## src/rtl/cdq_pkg.sv

```systemverilog
// Shared constants, operation codes and control types for the circular deque.
package cdq_pkg;

   localparam int CAPACITY_DEFAULT    = 16;
   localparam int VALUE_WIDTH_DEFAULT = 32;

   localparam int OPCODE_WIDTH    = 3;
   localparam int PUSH_WIDTH      = 32;
   localparam int OUT_VALUE_WIDTH = 32;
   localparam int OUT_COUNT_WIDTH = 5;

   localparam int REQ_DATA_WIDTH = PUSH_WIDTH;
   localparam int REQ_USER_WIDTH = OPCODE_WIDTH;
   localparam int RSP_DATA_WIDTH = 2 * OUT_VALUE_WIDTH + OUT_COUNT_WIDTH + 3;

   localparam logic [OPCODE_WIDTH-1:0] OP_PUSH_BACK  = 3'd0;
   localparam logic [OPCODE_WIDTH-1:0] OP_PUSH_FRONT = 3'd1;
   localparam logic [OPCODE_WIDTH-1:0] OP_POP_BACK   = 3'd2;
   localparam logic [OPCODE_WIDTH-1:0] OP_POP_FRONT  = 3'd3;
   localparam logic [OPCODE_WIDTH-1:0] OP_PEEK       = 3'd4;

   typedef struct packed {
      logic exec;
      logic read;
      logic load;
   } cmd_type;

   typedef struct packed {
      logic out_free;
   } sts_type;

endpackage

```

## src/rtl/cdq_ctrl.sv

```systemverilog
// Controller state machine sequencing execute, slot read and result load.
module cdq_ctrl (
   input  logic             clock,
   input  logic             reset,
   input  logic             req_tvalid,
   output logic             req_tready,
   input  cdq_pkg::sts_type sts,
   output cdq_pkg::cmd_type cmd
);
   import cdq_pkg::*;

   localparam logic [1:0] ST_IDLE = 2'd0;
   localparam logic [1:0] ST_READ = 2'd1;
   localparam logic [1:0] ST_LOAD = 2'd2;

   logic [1:0] state_ff;
   logic [1:0] state_in;

   always_comb begin
      state_in   = state_ff;
      req_tready = 1'b0;
      cmd        = '0;
      unique case (state_ff)
         ST_IDLE: begin
            req_tready = 1'b1;
            if (req_tvalid) begin
               cmd.exec = 1'b1;
               state_in = ST_READ;
            end
         end
         ST_READ: begin
            cmd.read = 1'b1;
            state_in = ST_LOAD;
         end
         ST_LOAD: begin
            if (sts.out_free) begin
               cmd.load = 1'b1;
               state_in = ST_IDLE;
            end
         end
         default: begin
            state_in = ST_IDLE;
         end
      endcase
   end

   always_ff @(posedge clock) begin
      if (reset) begin
         state_ff <= ST_IDLE;
      end else begin
         state_ff <= state_in;
      end
   end

endmodule

```

## src/rtl/cdq_datapath.sv

```systemverilog
// Datapath: head and count registers, slot memory and the result register.
module cdq_datapath #(
   parameter int CAPACITY    = cdq_pkg::CAPACITY_DEFAULT,
   parameter int VALUE_WIDTH = cdq_pkg::VALUE_WIDTH_DEFAULT
) (
   input  logic                               clock,
   input  logic                               reset,
   input  cdq_pkg::cmd_type                   cmd,
   output cdq_pkg::sts_type                   sts,
   input  logic [cdq_pkg::REQ_DATA_WIDTH-1:0] req_tdata,
   input  logic [cdq_pkg::REQ_USER_WIDTH-1:0] req_tuser,
   output logic                               rsp_tvalid,
   input  logic                               rsp_tready,
   output logic [cdq_pkg::RSP_DATA_WIDTH-1:0] rsp_tdata
);
   import cdq_pkg::*;

   localparam int IW = $clog2(CAPACITY);
   localparam int CW = IW + 1;

   logic [VALUE_WIDTH-1:0] slot_mem [CAPACITY];

   logic [IW-1:0] head_ff, head_in;
   logic [CW-1:0] count_ff, count_in;
   logic          rej_ff, rej_in;
   logic          wr_en;
   logic [IW-1:0] wr_addr;
   logic [VALUE_WIDTH-1:0] wr_value;
   logic          full;
   logic          empty;

   logic [VALUE_WIDTH-1:0] front_rd_ff, back_rd_ff;
   logic [IW-1:0]          back_addr;

   logic                      rsp_tvalid_ff;
   logic [RSP_DATA_WIDTH-1:0] rsp_tdata_ff;
   logic [RSP_DATA_WIDTH-1:0] rsp_tdata_in;
   logic [OUT_VALUE_WIDTH-1:0] front_out, back_out;

   assign full     = (count_ff >= CW'(CAPACITY));
   assign empty    = (count_ff == '0);
   assign wr_value = VALUE_WIDTH'(req_tdata);

   always_comb begin
      head_in  = head_ff;
      count_in = count_ff;
      rej_in   = rej_ff;
      wr_en    = 1'b0;
      wr_addr  = head_ff + count_ff[IW-1:0];
      if (cmd.exec) begin
         rej_in = 1'b0;
         unique case (req_tuser)
            OP_PUSH_BACK: begin
               if (full) begin
                  rej_in = 1'b1;
               end else begin
                  wr_en    = 1'b1;
                  count_in = count_ff + CW'(1);
               end
            end
            OP_PUSH_FRONT: begin
               if (full) begin
                  rej_in = 1'b1;
               end else begin
                  wr_en    = 1'b1;
                  wr_addr  = head_ff - IW'(1);
                  head_in  = head_ff - IW'(1);
                  count_in = count_ff + CW'(1);
               end
            end
            OP_POP_BACK: begin
               if (empty) begin
                  rej_in = 1'b1;
               end else begin
                  count_in = count_ff - CW'(1);
               end
            end
            OP_POP_FRONT: begin
               if (empty) begin
                  rej_in = 1'b1;
               end else begin
                  count_in = count_ff - CW'(1);
                  head_in  = head_ff + IW'(1);
               end
            end
            default: begin
               rej_in = 1'b0;
            end
         endcase
      end
   end

   always_ff @(posedge clock) begin
      if (reset) begin
         head_ff  <= '0;
         count_ff <= '0;
         rej_ff   <= 1'b0;
      end else begin
         head_ff  <= head_in;
         count_ff <= count_in;
         rej_ff   <= rej_in;
      end
   end

   assign back_addr = head_ff + count_ff[IW-1:0] - IW'(1);

   always_ff @(posedge clock) begin
      if (wr_en) begin
         slot_mem[wr_addr] <= wr_value;
      end
      if (cmd.read) begin
         front_rd_ff <= slot_mem[head_ff];
         back_rd_ff  <= slot_mem[back_addr];
      end
   end

   assign front_out = empty ? '0 : OUT_VALUE_WIDTH'(front_rd_ff);
   assign back_out  = empty ? '0 : OUT_VALUE_WIDTH'(back_rd_ff);
   assign rsp_tdata_in = {rej_ff, full, empty, OUT_COUNT_WIDTH'(count_ff), back_out, front_out};

   assign sts.out_free = !rsp_tvalid_ff || rsp_tready;

   always_ff @(posedge clock) begin
      if (reset) begin
         rsp_tvalid_ff <= 1'b0;
      end else if (cmd.load) begin
         rsp_tvalid_ff <= 1'b1;
      end else if (rsp_tready) begin
         rsp_tvalid_ff <= 1'b0;
      end
   end

   always_ff @(posedge clock) begin
      if (cmd.load) begin
         rsp_tdata_ff <= rsp_tdata_in;
      end
   end

   assign rsp_tvalid = rsp_tvalid_ff;
   assign rsp_tdata  = rsp_tdata_ff;

endmodule

```

## src/rtl/circular_deque_top.sv

```systemverilog
// Top level of the circular-buffer double-ended queue.
//
// Each transfer on the req channel is one operation: push back, push front,
// pop back, pop front or peek, selected by req_tuser; req_tdata carries the
// value for a push. Every operation yields exactly one rsp transfer with the
// front and back values, the entry count, empty and full flags and a reject
// flag for a push while full or a pop while empty.
// After the req transfer the controller steps through the read and load
// states and takes no new operation until the load: the push is written
// in the accept cycle, both ends are read through the registered read ports
// in the next, and the result is loaded once the output register is free.
// Reset empties the deque (head and count cleared); slot contents are left
// as they are, with no clearing pass. While rsp_tready is low the result
// holds in the output register; one further operation is still taken and
// its result waits inside until the output register frees.
module circular_deque_top #(
   parameter int CAPACITY    = cdq_pkg::CAPACITY_DEFAULT,
   parameter int VALUE_WIDTH = cdq_pkg::VALUE_WIDTH_DEFAULT
) (
   input  logic                               clock,
   input  logic                               reset,
   input  logic                               req_tvalid,
   output logic                               req_tready,
   // push_value
   input  logic [cdq_pkg::REQ_DATA_WIDTH-1:0] req_tdata,
   // opcode
   input  logic [cdq_pkg::REQ_USER_WIDTH-1:0] req_tuser,
   output logic                               rsp_tvalid,
   input  logic                               rsp_tready,
   // front_value, back_value, entry_count, is_empty, is_full, op_rejected
   output logic [cdq_pkg::RSP_DATA_WIDTH-1:0] rsp_tdata
);
   import cdq_pkg::*;

   cmd_type cmd;
   sts_type sts;

   cdq_ctrl u_ctrl (
      .clock      (clock),
      .reset      (reset),
      .req_tvalid (req_tvalid),
      .req_tready (req_tready),
      .sts        (sts),
      .cmd        (cmd)
   );

   cdq_datapath #(
      .CAPACITY    (CAPACITY),
      .VALUE_WIDTH (VALUE_WIDTH)
   ) u_datapath (
      .clock      (clock),
      .reset      (reset),
      .cmd        (cmd),
      .sts        (sts),
      .req_tdata  (req_tdata),
      .req_tuser  (req_tuser),
      .rsp_tvalid (rsp_tvalid),
      .rsp_tready (rsp_tready),
      .rsp_tdata  (rsp_tdata)
   );

endmodule

```

## config.mk

```make
export PLATFORM = sky130hd
export DESIGN_NAME = circular_deque_top
export DESIGN_NICKNAME = d
export VERILOG_FILES = /design/src/rtl/cdq_pkg.sv /design/src/rtl/cdq_ctrl.sv /design/src/rtl/cdq_datapath.sv /design/src/rtl/circular_deque_top.sv
export SDC_FILE = /design/constraint.sdc
export NUM_CORES = 1
export LEC_CHECK = 0
export BUFFER_PORTS_ARGS = -buffer_cell sky130_fd_sc_hd__buf_2
export CORE_UTILIZATION = 60
export DETAILED_ROUTE_END_ITERATION = 16
export PLACE_DENSITY = 0.87
export SLEW_MARGIN = 0
export SYNTH_ARGS = -nofsm -noshare
export SYNTH_HDL_FRONTEND = slang
export SYNTH_SLANG_ARGS = --single-unit
export TNS_END_PERCENT = 10
```

## constraint.sdc

```tcl
create_clock -name clock -period 6.9 [get_ports clock]
set_input_delay 1.38 -clock clock [delete_from_list [all_inputs] [get_ports clock]]
set_output_delay 1.38 -clock clock [all_outputs]
set_load 0.01 [all_outputs]
```

Word-level counts from Yosys, hierarchy flattened
Memories as Yosys holds them, arrays and structs flattened. A register that Yosys moved wholly into a read port is not among the register bits.
Index checks and enable logic that the tools add are counted.

cells by class
  magnitude comparators = 1
  mux-type cells = 28
  $add $sub $neg = 6
  eq/ne operators = 11
  reduce and logical (&&, ||, !) cells = 13

operators with widths
  operator             count
  $mux 4               5
  $mux 1               15
  $ne 2x2->1 const B   6
  $mux 5               2
  $pmux 5 s2           1
  $pmux 4 s2           1
  $reduce_and 4->1     2
  $sub 4x1->4 const B  2
  $eq 3x2->1 const B   2
  $pmux 2 s3           1
  $reduce_bool 2->1    3
  $add 5x1->5 const B  1
  $ge 5x5->1 const B   1
  $logic_not 5->1      1
  $sub 5x1->5 const B  1
  $add 4x1->4 const B  1
  $add 4x4->4          1
  $mux 2               2
  $reduce_or 2->1      2
  $eq 3x1->1 const B   1
  $logic_not 3->1      1
  $eq 2x1->1 const B   1
  $eq 2x2->1 const B   1
  $logic_not 2->1      1
  other kinds (4)      4

word-level totals
  memory bits (writable) = 512
  word-level logic and storage cells = 67
  memories kept = 1
  register bits = 85
  bits of input ports = 39
  output and inout port bits = 74

memories
  name                 depth  width  rd ports  clocked after memory_dff  wr ports  RTL line            text
  u_datapath.slot_mem  16     32     2         2                         1         cdq_datapath.sv:21  logic [VALUE_WIDTH-1:0] slot_mem [CAPACITY];

Logic depth before layout (Yosys ltp)
  depth in word-level cells = 6
  depth in mapped cells = 11
  mapped depth without buffers = 10

Modules after synthesis
A second synthesis with hierarchy kept.

second synthesis, totals
  cell total of the unflattened synthesis = 1,398
  area, all modules = 28,875.2 µm²

by module, submodules not included
  module        cells an instance  sequential area each (µm²)  area an instance (µm²)  times used
  cdq_datapath  1,389              19,678.9                    28,777.6                1
  cdq_ctrl      9                  40.0                        97.6                    1

Worst setup path after synthesis
No wires, ideal clock.

  kind = in2reg
  start = in rsp_tready
  end = reg u_datapath.rsp_tdata_ff[0] (netlist: u_datapath.rsp_tdata[0]), enable pin
  stages = 2
  path buffers = 0
  data required time = 6,389 ps
  path slack = 1,674 ps
  library setup time = 511 ps
  arrival time = 4,715 ps
  cell sequence = nand2b_1 -> nor2b_1

RTL lines
  what                  RTL line                  text
  from (decl)           circular_deque_top.sv:29  input logic rsp_tready,
  to (signal assigned)  cdq_datapath.sv:135       rsp_tdata_ff <= rsp_tdata_in;
  to (decl)             cdq_datapath.sv:36        logic [RSP_DATA_WIDTH-1:0] rsp_tdata_ff;

Worst setup path in the final report
  start = reg u_datapath.head_ff[2]
  end = reg u_datapath.back_rd_ff[30], read port of u_datapath.slot_mem, data pin

between the ends
  longest elaborated chain between the ends = 2

ends and longest elaborated chain
  what                    RTL line             text
  from (decl)             cdq_datapath.sv:23   logic [IW-1:0] head_ff, head_in;
  from (signal assigned)  cdq_datapath.sv:99   head_ff <= head_in;
  $add 4x4->4             cdq_datapath.sv:105  assign back_addr = head_ff + count_ff[IW-1:0] - IW'(1);
  $sub 4x1->4             cdq_datapath.sv:105
  to (decl)               cdq_datapath.sv:32   logic [VALUE_WIDTH-1:0] front_rd_ff, back_rd_ff;

Every way passes these cells.
A chain may end at the register's enable or synchronous reset.

==> flow_summary.ini <==
[timing]
worst_clock_skew_ps = 28.3
finalSetupTns_ps = 0
finalSetupViolations = 0
hold_viol = 0
rsz0062_at_grt = false
relSlewSlack = 0.158
post-route-period-util = 0.649
max_slew.worst_pin.slew_ps = 1260
period_needed_ps = 4480
timing.final.ws_setup_ps = 2420
slew_violations = 0
fmax_ghz = 0.223

[global_routing]
grt_max_degree = 77
antenna_found_initial = 2
grt_usage = 0.283
overflow = 0
first_global_vias = 15700
grt_pass1_wl_um = 100000

[die]
initial_core_util = 0.607
core_mm2 = 0.0476
rows = 80
io_pins = 113
dieHeight_um = 221
die_w_um = 221
dieArea_mm2 = 0.0490

[min_path]
hold_class = flip-flop to flip-flop

[cts]
tritoncts = done
insertion_delay_ps = 600
cts_resized = 0
cts_buffers = 66
post-cts-setup-buffer-count = 0
cts.sinks = 661
clock_path_buffers = 3
clkTransAtPathRegs_ps = 60
cts-root-buf = clkbuf_16
htree_levels = 3
postCtsHoldBufs = 0

[power]
static-leakage-power_uw = 0.0104
ir_drop_uv = 197
power.density_mw_per_mm2 = 283

[critical_path]
r2r_slack_ps = 2420
r2r_start = u_datapath.head_ff[2]
cp-startpoint = u_datapath.head_ff[2]
cp-end-kind = flip-flop
worstPathCellList = buf_4 > ha_1 > xor2_2 > nor3_4 > xnor2_2 > xnor2_4 > buf_4 > mux2i_1 > mux2i_1
endpoint = u_datapath.back_rd_ff[30]
crit_fanout = 46
worstSetupPathType = flip-flop to flip-flop
reg2reg_depth = 9
path_depth = 9
setup.worst_path.start_class = flip-flop
r2r-end = u_datapath.back_rd_ff[30]
cp_data_required_time_ps = 7210
cpLargestDelayFamily = buffers and inverters
slowest_delay_ps = 920
crit_arrival_ps = 4790
worst-path-buf-inv = 2
slowest_stage = buf_4

[yosys]
ys.flop_type = edfxtp_1
ys_seq_elements = 661
synth_nets = 1373
synthArstFlopShare = 0
synth-seq-area-share = 0.682
synth_warnings = 0
syn_inst = 1323
ys_types = 49
avgSynthCellArea_um2 = 21.8
syn_area_mm2 = 0.0289
synth_edf_count = 648

[routing]
drt_iter0_drc = 1720
wl_um = 67500
dr_total_vias = 14900
drtAntennaViolNets = 0
drt-vias-per-instance = 7.04
wire_per_inst_um = 31.9
dr.pass1.iters = 7
drt_drc_violations_left = 0

[placement]
dp_slack_ps = 2140
gp_congestion = 0.783
port_buffers = 112
place_hpwl_um = 36900

[outcome]
outcome = completed

[layout]
drive_gt1_frac = 0.376
area_growth_pct = 11.6
final_nets = 1501

[run]
drv_cap = 0
==> how the worst min path moves through the flow <==
stage                                  from                  endpoint  slack (ps)  cells after the start
after floorplan           u_datapath.rej_ff  u_datapath.rsp_tdata[71]         410                      0
after global placement    u_datapath.rej_ff  u_datapath.rsp_tdata[71]         470                      0
after detailed placement  u_datapath.rej_ff  u_datapath.rsp_tdata[71]         470                      0
after CTS                 u_datapath.rej_ff  u_datapath.rsp_tdata[71]         490                      0
after global routing      u_datapath.rej_ff  u_datapath.rsp_tdata[71]         510                      0
final                     u_datapath.rej_ff  u_datapath.rsp_tdata[71]         500                      0
==> registers in the layout, indices dropped and copies added (netlist names) <==
name                    flops
u_datapath.slot_mem       512
u_datapath.back_rd_ff      32
u_datapath.rej_ff           1
u_datapath.rsp_tdata       72
u_ctrl.state_ff             2
u_datapath.count_ff         5
u_datapath.rsp_tvalid       1
u_datapath.head_ff          4
u_datapath.front_rd_ff     32
==> layout by cell type, fill, tap and decap left out, types with 6 or more instances in the layout <==
cell / n
clkbuf_16: 71
clkbuf_1: 21
dfxtp_1: 9
buf_4: 34
xnor2_1: 6
buf_2: 112
mux4_2: 288
nand2_1: 11
nor2_1: 16
nor3_2: 11
edfxtp_1: 648
a21oi_1: 7
clkinv_1: 9
ha_1: 7
nor2b_1: 65
inv_1: 8
mux2i_1: 99
clkinv_2: 12
nor2_4: 6
==> cell usage after synthesis, types with 2 or more instances <==
library cell,number,area [um^2]
edfxtp_1,648,19500
mux4_2,288,6490
mux2i_1,99,991
nor2b_1,67,419
clkbuf_1,41,154
buf_2,28,140
nor2_1,22,82.6
nor3_1,14,70.1
dfxtp_1,13,260
nand2_1,11,41.3
buf_1,10,37.5
ha_1,9,113
inv_1,8,30.0
a21oi_1,7,35.0
buf_8,6,90.1
xnor2_1,6,52.6
nand2b_1,3,18.8
o21ai_0,3,15.0
xor2_1,3,26.3
and3_1,2,12.5
fa_1,2,40.0
nand3_1,2,10.0
nand4_1,2,12.5
o32ai_1,2,17.5
xnor2_2,2,32.5
xor2_2,2,32.5
==> layer usage <==
layer / global-route usage / vias up / share of wire
met4: 0.115 / 2 / 0.036
met3: 0.0502 / 181 / 0.080
li1: - / 5905 / -
met5: 0 / - / 0.00021
met1: 0.366 / 7882 / 0.36
met2: 0.481 / 937 / 0.52
==> logic make-up after synthesis <==
kind of cell / count (synthesis) / synth area share
adders and majority gates: 11 / 0.00528
and+or+nand+nor: 132 / 0.0258
AOI/OAI and AO/OA: 21 / 0.00507
buffers and inverters: 96 / 0.0164
muxes: 388 / 0.259
DFF: 661 / 0.682
xor gates and xnor gates: 14 / 0.00593
==> report_power, final <==
group,internal (uW),total (uW),switching [uW],leakage (uW)
Combinational,553,1210,654,0.00338
Clock,1890,3340,1450,0.000980
Sequential,4520,4560,42.3,0.00599
Total,6960,9110,2150,0.0104
==> cell type report <==
type	instances	area [um^2]
Clock buffer	92	1860
Sequential cell	661	19700
Tap cell	615	769
Timing Repair Buffer	147	836
Inverter	9	33.8
Fill cell	2879	15400
Clock inverter	27	146
Antenna cell	1	2.50
Multi-Input combinational cell	566	8860
==> stage by stage <==
stage                      util  total power (uW)  instances  hold slack [ps]  instance area, um^2
after floorplan               -              5540       1323              409                28900
after global placement    0.635              5800       1998              474                30200
after detailed placement  0.635              5840       1998              469                30200
after CTS                 0.677              9160       2117              490                32200
after global routing      0.677              9340       2118              511                32200
final                     0.677              9110       2118              503                32200
(Power assumes the default switching activity.)
